`config.mk`:
```
export PLATFORM = sky130hd
export DESIGN_NAME = bmre_split
export DESIGN_NICKNAME = d
export VERILOG_FILES = /design/src/rtl/core/bmre_pkg.sv /design/src/rtl/core/bmre_split.sv
export SDC_FILE = /design/constraint.sdc
export NUM_CORES = 1
export LEC_CHECK = 0
export BUFFER_PORTS_ARGS = -buffer_cell sky130_fd_sc_hd__buf_4
export CORE_MARGIN = 1
export CORE_UTILIZATION = 43
export DETAILED_ROUTE_END_ITERATION = 6
export GPL_TIMING_DRIVEN = 0
export PLACE_DENSITY = 0.79
export SKIP_LAST_GASP = 1
export SLEW_MARGIN = 20
export SYNTH_ARGS = -nofsm -noshare
export SYNTH_HDL_FRONTEND = slang
export SYNTH_SLANG_ARGS = --single-unit
```
`constraint.sdc`:
```
create_clock -name clk -period 0.9 [get_ports clk]
set_input_delay 0.18 -clock clk [delete_from_list [all_inputs] [get_ports clk]]
set_output_delay 0.18 -clock clk [all_outputs]
set_load 0.05 [all_outputs]
```
`src/rtl/core/bmre_pkg.sv`:
```
package bmre_pkg;

  localparam int IDX_W = 13;
  localparam int LEN_W = 14;
  localparam int CFG_W = 9;

  localparam int WORD_BITS_DEF = 32;
  localparam int WORDS_DEF     = 256;

  localparam logic [CFG_W-1:0] MAP_WORDS_RST = 9'd256;

  typedef enum logic [1:0] {
    CMD_FFS = 2'd0,
    CMD_FFC = 2'd1,
    CMD_SET = 2'd2,
    CMD_CLR = 2'd3
  } cmd_t;

  typedef struct packed {
    cmd_t             command;
    logic [IDX_W-1:0] start_index;
    logic [LEN_W-1:0] range_length;
  } in_word_t;

  typedef struct packed {
    logic             found;
    logic [IDX_W-1:0] bit_index;
  } out_word_t;

endpackage

```
`src/rtl/core/bmre_split.sv`:
```
module bmre_split
  import bmre_pkg::*;
#(
  parameter int WORD_BITS = WORD_BITS_DEF,
  parameter int PW        = $clog2(WORD_BITS),
  parameter int QW        = $clog2(((1 << IDX_W) - 1) / WORD_BITS + 1)
) (
  input  logic             clk,
  input  logic             rst_n,
  input  logic             go,
  input  logic [IDX_W-1:0] num,
  output logic             done,
  output logic [QW-1:0]    quot,
  output logic [PW-1:0]    rem
);

  localparam int RCP = (1 << IDX_W) / WORD_BITS;
  localparam int RW  = $clog2(RCP + 1);
  localparam int PRW = IDX_W + RW;

  logic [PRW-1:0]   prod;
  logic [QW-1:0]    q0_nxt;
  logic [IDX_W-1:0] s_r;
  logic [QW-1:0]    q0_r;
  logic             v1_r;
  logic [IDX_W-1:0] qw;
  logic [IDX_W-1:0] r0;
  logic             corr;
  logic [QW-1:0]    quot_nxt;
  logic [PW-1:0]    rem_nxt;
  logic [QW-1:0]    quot_r;
  logic [PW-1:0]    rem_r;
  logic             done_r;

  assign prod   = PRW'(num) * PRW'(RCP);
  assign q0_nxt = QW'(prod >> IDX_W);

  assign qw       = IDX_W'(IDX_W'(q0_r) * IDX_W'(WORD_BITS));
  assign r0       = s_r - qw;
  assign corr     = (r0 >= IDX_W'(WORD_BITS));
  assign quot_nxt = corr ? QW'(q0_r + QW'(1)) : q0_r;
  assign rem_nxt  = corr ? PW'(r0 - IDX_W'(WORD_BITS)) : PW'(r0);

  always_ff @(posedge clk) begin
    s_r    <= num;
    q0_r   <= q0_nxt;
    quot_r <= quot_nxt;
    rem_r  <= rem_nxt;
    if (!rst_n) begin
      v1_r   <= 1'b0;
      done_r <= 1'b0;
    end else begin
      v1_r   <= go;
      done_r <= v1_r;
    end
  end

  assign done = done_r;
  assign quot = quot_r;
  assign rem  = rem_r;

endmodule

```
==> metrics.md <==
| Metric | Value |
|---|---|
| Clock sink count | `28` |
| Area of the core | `1171 sq um` |
| First-pass GRT wire length | `1697 um` |
| Minimum clock period | `between 1 and 1.5 ns` |
| Combinational Power Share | `0.140` |
| Hold depth | `2` |
| Largest net degree at the start of global routing | `16` |
| Setup TNS | `-1.466 ns` |
| Layout Utilization | `0.9370` |
| Top cell family by delay on the critical path | `flip-flops` |
| Nature of the critical path startpoint | `flip-flop` |
| Clock-pin slew on the worst setup and hold paths | `approximately 0.14 ns` |
| Grt peak-use layer | `met2` |
| Main combinational cell family by area after synthesis | `simple AND/OR/NAND/NOR gates` |
| Finish-stage setup viols | `14` |
| EDFF count, synth | `0` |
| Die area | `1483 sq um` |
| Die outline height | `38.51 um` |
| RSZ-0062 raised after global routing | `yes` |
| Vias in the first global route | `397` |
| Initial DRC Count | `2` |
| Die W | `38.51 um` |
| Post-synthesis compound-gate area fraction | `0` |
| Crit-path cells | `buf_8` |
| DRC | `0` |
| Number of buffers created by CTS | `3` |
| Reg2Reg Setup Slack | `0.36 ns` |
| Clock power frac | `0.263` |
| Final WS setup | `-0.1164 ns` |
| Root buffer cell | `clkbuf_4` |
| Remaining global-route overflow | `0` |
| Post-Route WL | `1302 um` |
| Final worst-path cycle share | `1.129` |
| Ports | `30` |
| Violated checks | `setup timing` |
| PortBufs | `29` |
| Fraction of synthesized area in multiplexers | `0` |
| FF-to-FF End | `done` |
| Critical path's largest stage delay | `roughly 0.37 ns` |
| RD Place Congestion | `0.5744` |
| Slew @ Worst Pin | `0.1405 ns` |
| Syn Area/Cell | `19.10 sq um` |
| Final Hold Vio Count | `0` |
| Required @ worst endpoint | `0.72 ns` |
| Synth top area cells | `dfxtp_1 (98%), and2_1 (2.2%)` |
| Routed via count | `388` |
| Critical path peak fanout | `1` |
| # diodes | `0` |
| Clock buffer depth | `2` |
| Min-delay src | `rst_n` |
| Arrival time at the worst endpoint | `0.84 ns` |
| Vias/cell | `between 4 and 5` |
| Pins over their slew limit | `0` |
| Maximum VDD drop | `approximately 1.9 mV` |
| Wire length per cell | `14.47 um` |
| Starting Density | `0.4893` |
| Rows | `12` |
| NetSw | `0.5251 mW` |
| Most common cell in the netlist | `dfxtp_1` |
| Pwr dens | `between 2000 and 2500 nW/um^2` |
| Clock Skew | `0.008622 ns` |
| Register area share after synthesis | `0.9782` |
| Synth Cell Area | `573.1 sq um` |
| NumNets Final | `93` |
| Sequential share of power | `0.597` |
| Post-Syn Nets | `between 40 and 50` |
| Rel. slew slack | `0.9063` |
| Status | `complete, but fails checks` |
| Yosys top cell by area | `dfxtp_1` |
| Share of cells above drive strength 1 | `0.6184` |
| GRT Total Usage | `0.1863` |
| Hold Crit Class | `input port to flip-flop` |
| CP Capture Type | `output port` |
| Layout area overhead | `91.48%` |
| Levels on crit path | `1` |
| Synth top cells by count | `dfxtp_1 (28), and2_1 (2)` |
| Post-DRT Antenna Nets | `0` |
| Static Leak | `0.4930 nW` |
| Hold Crit Endpoint | `done` |
| Detailed Routing Iterations Pass 1 | `2` |
| Yosys Warn Count | `0` |
| Max-Cap Viols | `0` |
| Initial antenna violation count | `0` |
| Slowest library cell on the worst path | `dfxtp_2` |
| Synth top area share | `0.9782` |
| Register bit total from synthesis | `28` |
| Worst r2r src | `v1_r` |
| Post-synthesis xor/xnor area fraction | `0` |
| M1 GR Usage | `0.1716` |
| Worst-case reg-to-reg path depth | `1` |
| GR Util met3 | `0.05233` |
| Bufs and invs on worst path | `1` |
| Int Power | `around 1.7 mW` |
| TritonCTS clock tree | `built` |
| Net Sw Frac | `0.2334` |
| Syn Inst Count | `30` |
| Post-synthesis simple-gate area fraction | `0.02183` |
| Max frequency | `983.9 MHz` |
| Adder-Cell Fraction of Synth Area | `0` |
| GR Layer Usage met2 | `0.3542` |
| Setup CP Type | `flip-flop to output port` |
| Clock Latency Late Sink | `0.33 ns` |
| Main synth FF type | `dfxtp_1` |
| Htree depth | `1` |
| Async SR Flop Fraction | `0` |
| Synth cell types | `2` |
==> state kept, by name, indices dropped and copies added, names as in the netlist <==
| signal | count |
|---|---|
| q0_r | 8 |
| quot | 8 |
| rem | 5 |
| s_r | 5 |
| done | 1 |
| v1_r | 1 |
==> layer usage <==
metal  share of wire  vias to the layer above  wire length [um]
met5               0                        -                 0
met3           0.048                        5                63
met1            0.33                      182               432
met4           0.022                        0                29
li1                -                      182                 -
met2            0.60                       19               777
==> layout by cell type, fill, tap and decap left out, drive strengths merged <==
| master | netlist | final |
|---|---|---|
| buf | 0 | 29 |
| and2 | 2 | 2 |
| dlygate4sd3 | 0 | 13 |
| dfxtp | 28 | 28 |
| clkbuf | 0 | 4 |
==> worst max-delay path by stage <==
stage             from      end  slack [ns]
2_1_floorplan     done     done        0.13
3_3_place_gp   quot[0]  quot[0]        0.24
3_5_place_dp   quot[0]  quot[0]        0.23
4_1_cts        quot[0]  quot[0]        -0.1
5_1_grt        quot[6]  quot[6]       -0.15
6_report       quot[6]  quot[6]       -0.12
==> power groups by stage <==
stage / clock [mW] / sequential (mW) / combinational (mW)
3_5_place_dp: 0 / 1.35 / 0.219
3_3_place_gp: 0 / 1.35 / 0.216
6_report: 0.591 / 1.34 / 0.315
5_1_grt: 0.656 / 1.35 / 0.325
4_1_cts: 0.579 / 1.33 / 0.293
2_1_floorplan: 0 / 1.46 / 0.00248
==> metrics by stage <==
stage | hold slack, ns | instance area (sq um) | worst slack, ns | power [mW] | cells
6_report | 0.07655 | 1097 | -0.1164 | 2.250 | 90
5_1_grt | 0.05371 | 1097 | -0.1497 | 2.331 | 90
4_1_cts | 0.07130 | 1064 | -0.09795 | 2.207 | 90
3_5_place_dp | 0.2854 | 808.3 | 0.2279 | 1.568 | 73
3_3_place_gp | 0.2843 | 808.3 | 0.2397 | 1.562 | 73
2_1_floorplan | 0.2077 | 573.1 | 0.1327 | 1.464 | 30
==> repair_timing <==
action / 4_1_cts / 5_1_grt
gates resized for setup: 33 / 9
hold buffers: 13 / 0
hold endpoints to repair: 13 / 0
setup buffers: 0 / 0
pin swaps: 0 / 0
endpoints found under the setup margin: 14 / 14
==> cell families after synthesis <==
| kind of cell | count (synthesis) |
|---|---|
| flops | 28 |
| simple gates | 2 |
==> layout make-up <==
cell class,instances,area [sq um]
Multi-Input combinational cell,2,12.51
Timing Repair Buffer,42,452.9
Sequential cell,28,578.1
Clock buffer,4,36.28
Fill cell,33,73.82
Tap cell,14,17.52
(Power assumes the default switching activity.)
