==> src/rtl/core/bmre_pkg.sv <==
package bmre_pkg;

  localparam int IDX_W = 13;
  localparam int LEN_W = 14;
  localparam int CFG_W = 9;

  localparam int WORD_BITS_DEF = 32;
  localparam int WORDS_DEF     = 256;

  localparam logic [CFG_W-1:0] MAP_WORDS_RST = 9'd256;

  typedef enum logic [1:0] {
    CMD_FFS = 2'd0,
    CMD_FFC = 2'd1,
    CMD_SET = 2'd2,
    CMD_CLR = 2'd3
  } cmd_t;

  typedef struct packed {
    cmd_t             command;
    logic [IDX_W-1:0] start_index;
    logic [LEN_W-1:0] range_length;
  } in_word_t;

  typedef struct packed {
    logic             found;
    logic [IDX_W-1:0] bit_index;
  } out_word_t;

endpackage

==> src/rtl/core/bmre_ffs.sv <==
module bmre_ffs
  import bmre_pkg::*;
#(
  parameter int WORD_BITS = WORD_BITS_DEF,
  parameter int PW        = $clog2(WORD_BITS)
) (
  input  logic [WORD_BITS-1:0] vec,
  output logic                 any,
  output logic [PW-1:0]        pos
);

  always_comb begin
    pos = '0;
    for (int i = WORD_BITS - 1; i >= 0; i--) begin
      if (vec[i]) begin
        pos = PW'(i);
      end
    end
  end

  assign any = |vec;

endmodule

==> config.mk <==
export PLATFORM = sky130hd
export DESIGN_NAME = bmre_ffs
export DESIGN_NICKNAME = d
export VERILOG_FILES = /design/src/rtl/core/bmre_pkg.sv /design/src/rtl/core/bmre_ffs.sv
export SDC_FILE = /design/constraint.sdc
export NUM_CORES = 1
export LEC_CHECK = 0
export BUFFER_PORTS_ARGS = -buffer_cell sky130_fd_sc_hd__buf_2
export CAP_MARGIN = 10
export CORE_AREA = 3 3 40 42
export DETAILED_ROUTE_END_ITERATION = 10
export DIE_AREA = 0 0 43 45
export GPL_ROUTABILITY_DRIVEN = 0
export PLACE_DENSITY = 0.67
export SLEW_MARGIN = 20
export SYNTH_ARGS = -nofsm -noshare
export SYNTH_HDL_FRONTEND = slang
export SYNTH_SLANG_ARGS = --single-unit
export TNS_END_PERCENT = 1
==> constraint.sdc <==
create_clock -name vclk -period 2.5
set_input_delay 0.5 -clock vclk [all_inputs]
set_output_delay 0.5 -clock vclk [all_outputs]
set_load 0.02 [all_outputs]
==> flow_summary.json, run 1 <==
{
  "max_slew.worst_pin.slew_ns": 0.402,
  "critPathLaunchType": "input port",
  "avgSynthCellArea_um2": 5.93,
  "holdWs_ns": 1.30,
  "yosys-top-cells-count": "nor2_1 (10), a21oi_1 (7), nor4_1 (7)",
  "placed_area_um2": 602,
  "post_cts_resized": 0,
  "drc": 0,
  "setup_viol": 0,
  "grt_first_pass_wirelength_um": 2060,
  "period_share": 0.892,
  "final.fill_count": 133,
  "grt_max_degree": 6,
  "die-area_um2": 1940,
  "use_met1": 0.190,
  "syn_nets": 97,
  "max-slew-margin-rel": 0.729,
  "synthAdderAreaFrac": 0,
  "fin_area_um2": 602,
  "synth_cell_types": 24,
  "initial_core_util": 0.300,
  "fp.coreArea_um2": 1280,
  "synth.most_common_cell": "nor2_1",
  "route.vias.total": 643,
  "muxShareOfSynthArea": 0,
  "grt_busiest_layer": "met2",
  "antenna_found_initial": 0,
  "drt-total-wl_um": 1270,
  "synth_top_area_frac": 0.114,
  "antenna_cells": 0,
  "nets": 138,
  "core.rowCount": 13,
  "seq_area_frac_synth": 0,
  "hold_path_class": "input port to output pin",
  "yosys_warnings": 0,
  "n_clock_buffer": 0,
  "ant_nets": 0,
  "critical_path_required_ns": 2.00,
  "synth_top_family_by_area": "simple AND/OR/NAND/NOR gates",
  "arrival_ns": 1.73,
  "globalRouteMet2Util": 0.210,
  "synthXorXnorAreaFrac": 0,
  "tns_ns": 0,
  "yosysTopAreaCell": "nor4_1",
  "synth_compound_area_frac": 0.386,
  "track_usage": 0.128,
  "dieHeight_um": 45,
  "leakage_nw": 0.277,
  "rsz0062_at_grt": "false",
  "synth-simple-area-share": 0.555,
  "wire_per_inst_um": 10.7,
  "fin_total_pwr_uw": 73.6,
  "maxCapViolCount": 0,
  "syn_to_final_growth_pct": 56.2,
  "power_density_nw_per_um2": 122,
  "dr.pass1.iters": 2,
  "max_freq_ghz": 0.448,
  "worst-path-max-fanout": 4,
  "seq_area_um2": 0,
  "hold_viol": 0,
  "first_iter_violations": 1,
  "synth_cells": 65,
  "grt_util_met3": 0.0159,
  "die_x_um": 43,
  "nFlopsAndLatches": 0,
  "cts_hold_buf": 0,
  "synth_area_leaders": "nor4_1 (11%), nor2_1 (9.7%), a21oi_1 (9.1%)",
  "multi_input_area_um2": 363,
  "status": "finished, final reports clean",
  "grt_overflow": 0,
  "drt-vias-per-instance": 5.40,
  "period_needed_ns": 2.23,
  "ir_drop_v": 0.0000481,
  "crit_type": "input port to output pin",
  "setup.worst_path.end_class": "output pin",
  "grt_pass1_vias": 539,
  "slew_violations": 0,
  "port_buffers": 38,
  "post-cts-setup-buffer-count": 0,
  "dpl.hpwl_um": 1140,
  "syn-cell-area_um2": 385,
  "drive_above_1_share": 0.423,
  "pin_count": 38
}
==> worst max-delay path: stages <==
cell	delay (ns)
buf_2	0.12
or4_4	0.56
o21ai_1	0.16
nand2_1	0.09
a21boi_2	0.14
buf_2	0.17
==> layout make-up <==
class | count | area share
multi-input combinational | 59 | 0.603
timing repair buffer | 39 | 0.328
inverter | 6 | 0.0374
tap | 15 | 0.0312
==> cells in the final DEF, fill, tap and decap left out, drive strengths merged <==
cell | Yosys | routed
nand2 | 3 | 3
or4 | 4 | 4
o21a | 1 | 1
o2111ai | 1 | 1
nand3 | 1 | 1
and2 | 1 | 1
a2111oi | 2 | 2
o21ai | 3 | 3
nor2 | 10 | 10
nor2b | 1 | 1
a221oi | 1 | 1
a21oi | 7 | 7
nor3b | 2 | 2
a21boi | 1 | 1
nor3 | 7 | 7
inv | 6 | 6
nor4 | 7 | 7
o31ai | 4 | 4
a21o | 1 | 1
a211oi | 1 | 1
buf | 0 | 39
nand4 | 1 | 1
==> metal layers <==
layer  vias to the layer above  part of all wire
li1                        342                 -
met1                       279              0.46
met2                        22              0.44
met3                         0             0.093
met4                         0                 0
met5                         -                 0
==> through the flow <==
step | util | setup slack [ns] | instances
after floorplan | - | 0.348 | 65
after global placement | 0.468 | 0.254 | 119
after detailed placement | 0.468 | 0.270 | 119
after CTS | 0.468 | 0.264 | 119
after global routing | 0.468 | 0.178 | 119
final | 0.468 | 0.270 | 119
==> cells by family (layout without fill, tap and decap cells) <==
group                  count (synthesis)  after routing
AOI/OAI and AO/OA                     22             22
buffers and inverters                  6             45
and+or+nand+nor                       37             37
==> path summary, 6_finish.rpt <==
check	startpoint	end	slack (ns)	depth (start not counted)
min	vec[0]	pos[0]	1.30	3
max	vec[19]	pos[2]	0.27	6
==> power breakdown <==
group | internal (mW) | leakage [nW] | switching (mW)
Sequential | 0 | 0 | 0
Clock | 0 | 0 | 0
Combinational | 0.0337 | 0.277 | 0.0399
Power figures use the tool's default switching activity.
==> inputs of run 2 (changes only) <==
--- a/config.mk
+++ b/config.mk
@@ -11,7 +11,7 @@
 export DETAILED_ROUTE_END_ITERATION = 10
 export DIE_AREA = 0 0 43 45
 export GPL_ROUTABILITY_DRIVEN = 0
-export PLACE_DENSITY = 0.67
+export PLACE_DENSITY = 0.77
 export SLEW_MARGIN = 20
 export SYNTH_ARGS = -nofsm -noshare
 export SYNTH_HDL_FRONTEND = slang
==> run 2 against run 1 <==
Combinational power rose by 1%. Final cell count did not move. Worst setup slack improved by 0.019 ns. Hold slack improved by 0.0020 ns. Global-route usage rose by 1.5 points. Via count fell by 1.4%. Sequential share of layout area did not move. Non-clock buffer count did not move. Maximum frequency rose by 0.85%. Critical path type unchanged. Critical endpoint unchanged.
==> flow_summary.json, run 2 (same netlist as run 1, synthesis figures left out) <==
{
  "period_needed_ns": 2.21,
  "nFlopsAndLatches": 0,
  "antenna_cells": 0,
  "final_common_cell": "buf_2",
  "finalWorstSetupSlack_ns": 0.288,
  "hold_viol": 0,
  "multi_input_area_um2": 363,
  "fin_total_pwr_uw": 74.5,
  "ir_drop_v": 0.0000490,
  "max_freq_ghz": 0.452,
  "fp.coreArea_um2": 1280,
  "wire_per_inst_um": 11.4,
  "dr.pass1.iters": 2,
  "pin_count": 38,
  "status": "finished, final reports clean",
  "mostFrequentLayoutCells": "buf_2 (38), nor2_1 (10), nor4_1 (7), a21oi_1 (7), inv_1 (6)",
  "leakage_nw": 0.277,
  "route.vias.total": 634,
  "post-cts-setup-buffer-count": 0,
  "max-slew-margin-rel": 0.724,
  "drt-vias-per-instance": 5.33,
  "whs_endpoint": "pos[0]",
  "power_density_nw_per_um2": 124,
  "seq_area_um2": 0,
  "final.fill_count": 148,
  "cts_hold_buf": 0,
  "worst-path-max-fanout": 4,
  "initial_core_util": 0.300,
  "n_clock_buffer": 0,
  "crit_type": "input port to output pin",
  "nets": 138,
  "drive_above_1_share": 0.423,
  "ant_nets": 0,
  "grt_first_pass_wirelength_um": 2310,
  "max_slew.worst_pin.slew_ns": 0.403,
  "grt_pass1_vias": 596,
  "antenna_found_initial": 0,
  "core.rowCount": 13,
  "dpl.hpwl_um": 1220,
  "maxCapViolCount": 0,
  "arrival_ns": 1.71,
  "grt_overflow": 0,
  "hp-start": "vec[0]",
  "die_x_um": 43,
  "slew_violations": 0,
  "holdWs_ns": 1.30,
  "drt-total-wl_um": 1360,
  "tns_ns": 0,
  "min_path_cells": 3,
  "setup_viol": 0,
  "critical_path_required_ns": 2.00,
  "setup.worst_path.end_class": "output pin",
  "period_share": 0.885,
  "syn_to_final_growth_pct": 56.2,
  "track_usage": 0.143,
  "hold_path_class": "input port to output pin",
  "post-place-ws_ns": 0.289,
  "drc": 0,
  "die-area_um2": 1940,
  "grt_max_degree": 6,
  "rsz0062_at_grt": "false",
  "port_buffers": 38,
  "critPathLaunchType": "input port",
  "post_cts_resized": 0,
  "dieHeight_um": 45,
  "first_iter_violations": 5
}
[run 2: cell counts in the layout (fill, tap and decap cells not counted)]
No cell type changed its count.
[run 2: cell type report]
class              count  share of cell area
inverters              6              0.0374
repair buffers        39               0.328
well taps             15              0.0312
multi-input cells     59               0.603
[run 2: through the flow]
step	std cells	utilization	instance area [um2]
5_1_grt	119	0.468	602
4_1_cts	119	0.468	602
2_1_floorplan	65	-	385
3_3_place_gp	119	0.468	602
3_5_place_dp	119	0.468	602
6_report	119	0.468	602
[run 2: worst max-delay path, stage by stage]
cell	delay [ns]
buf_2	0.12
or4_4	0.56
o21ai_1	0.14
nand2_1	0.08
a21boi_2	0.14
buf_2	0.17
[run 2: worst max-delay path by stage]
stage | start | endpoint | slack (ns) | depth (start not counted)
final | vec[19] | pos[2] | 0.29 | 6
after global routing | vec[28] | pos[0] | 0.16 | 7
after CTS | vec[19] | pos[2] | 0.28 | 6
after detailed placement | vec[19] | pos[2] | 0.29 | 6
after global placement | vec[19] | pos[2] | 0.28 | 6
after floorplan | vec[30] | pos[0] | 0.35 | 5
[run 2: power by group]
part	switching, mW	internal (mW)
Clock	0	0
Sequential	0	0
Combinational	0.0407	0.0338
[run 2: layer usage]
layer	global-route usage	share of wire	vias up
li1	-	-	339
met1	0.193	0.44	277
met2	0.269	0.50	18
met3	0.00398	0.063	0
met4	0	0	0
met5	0	0	-
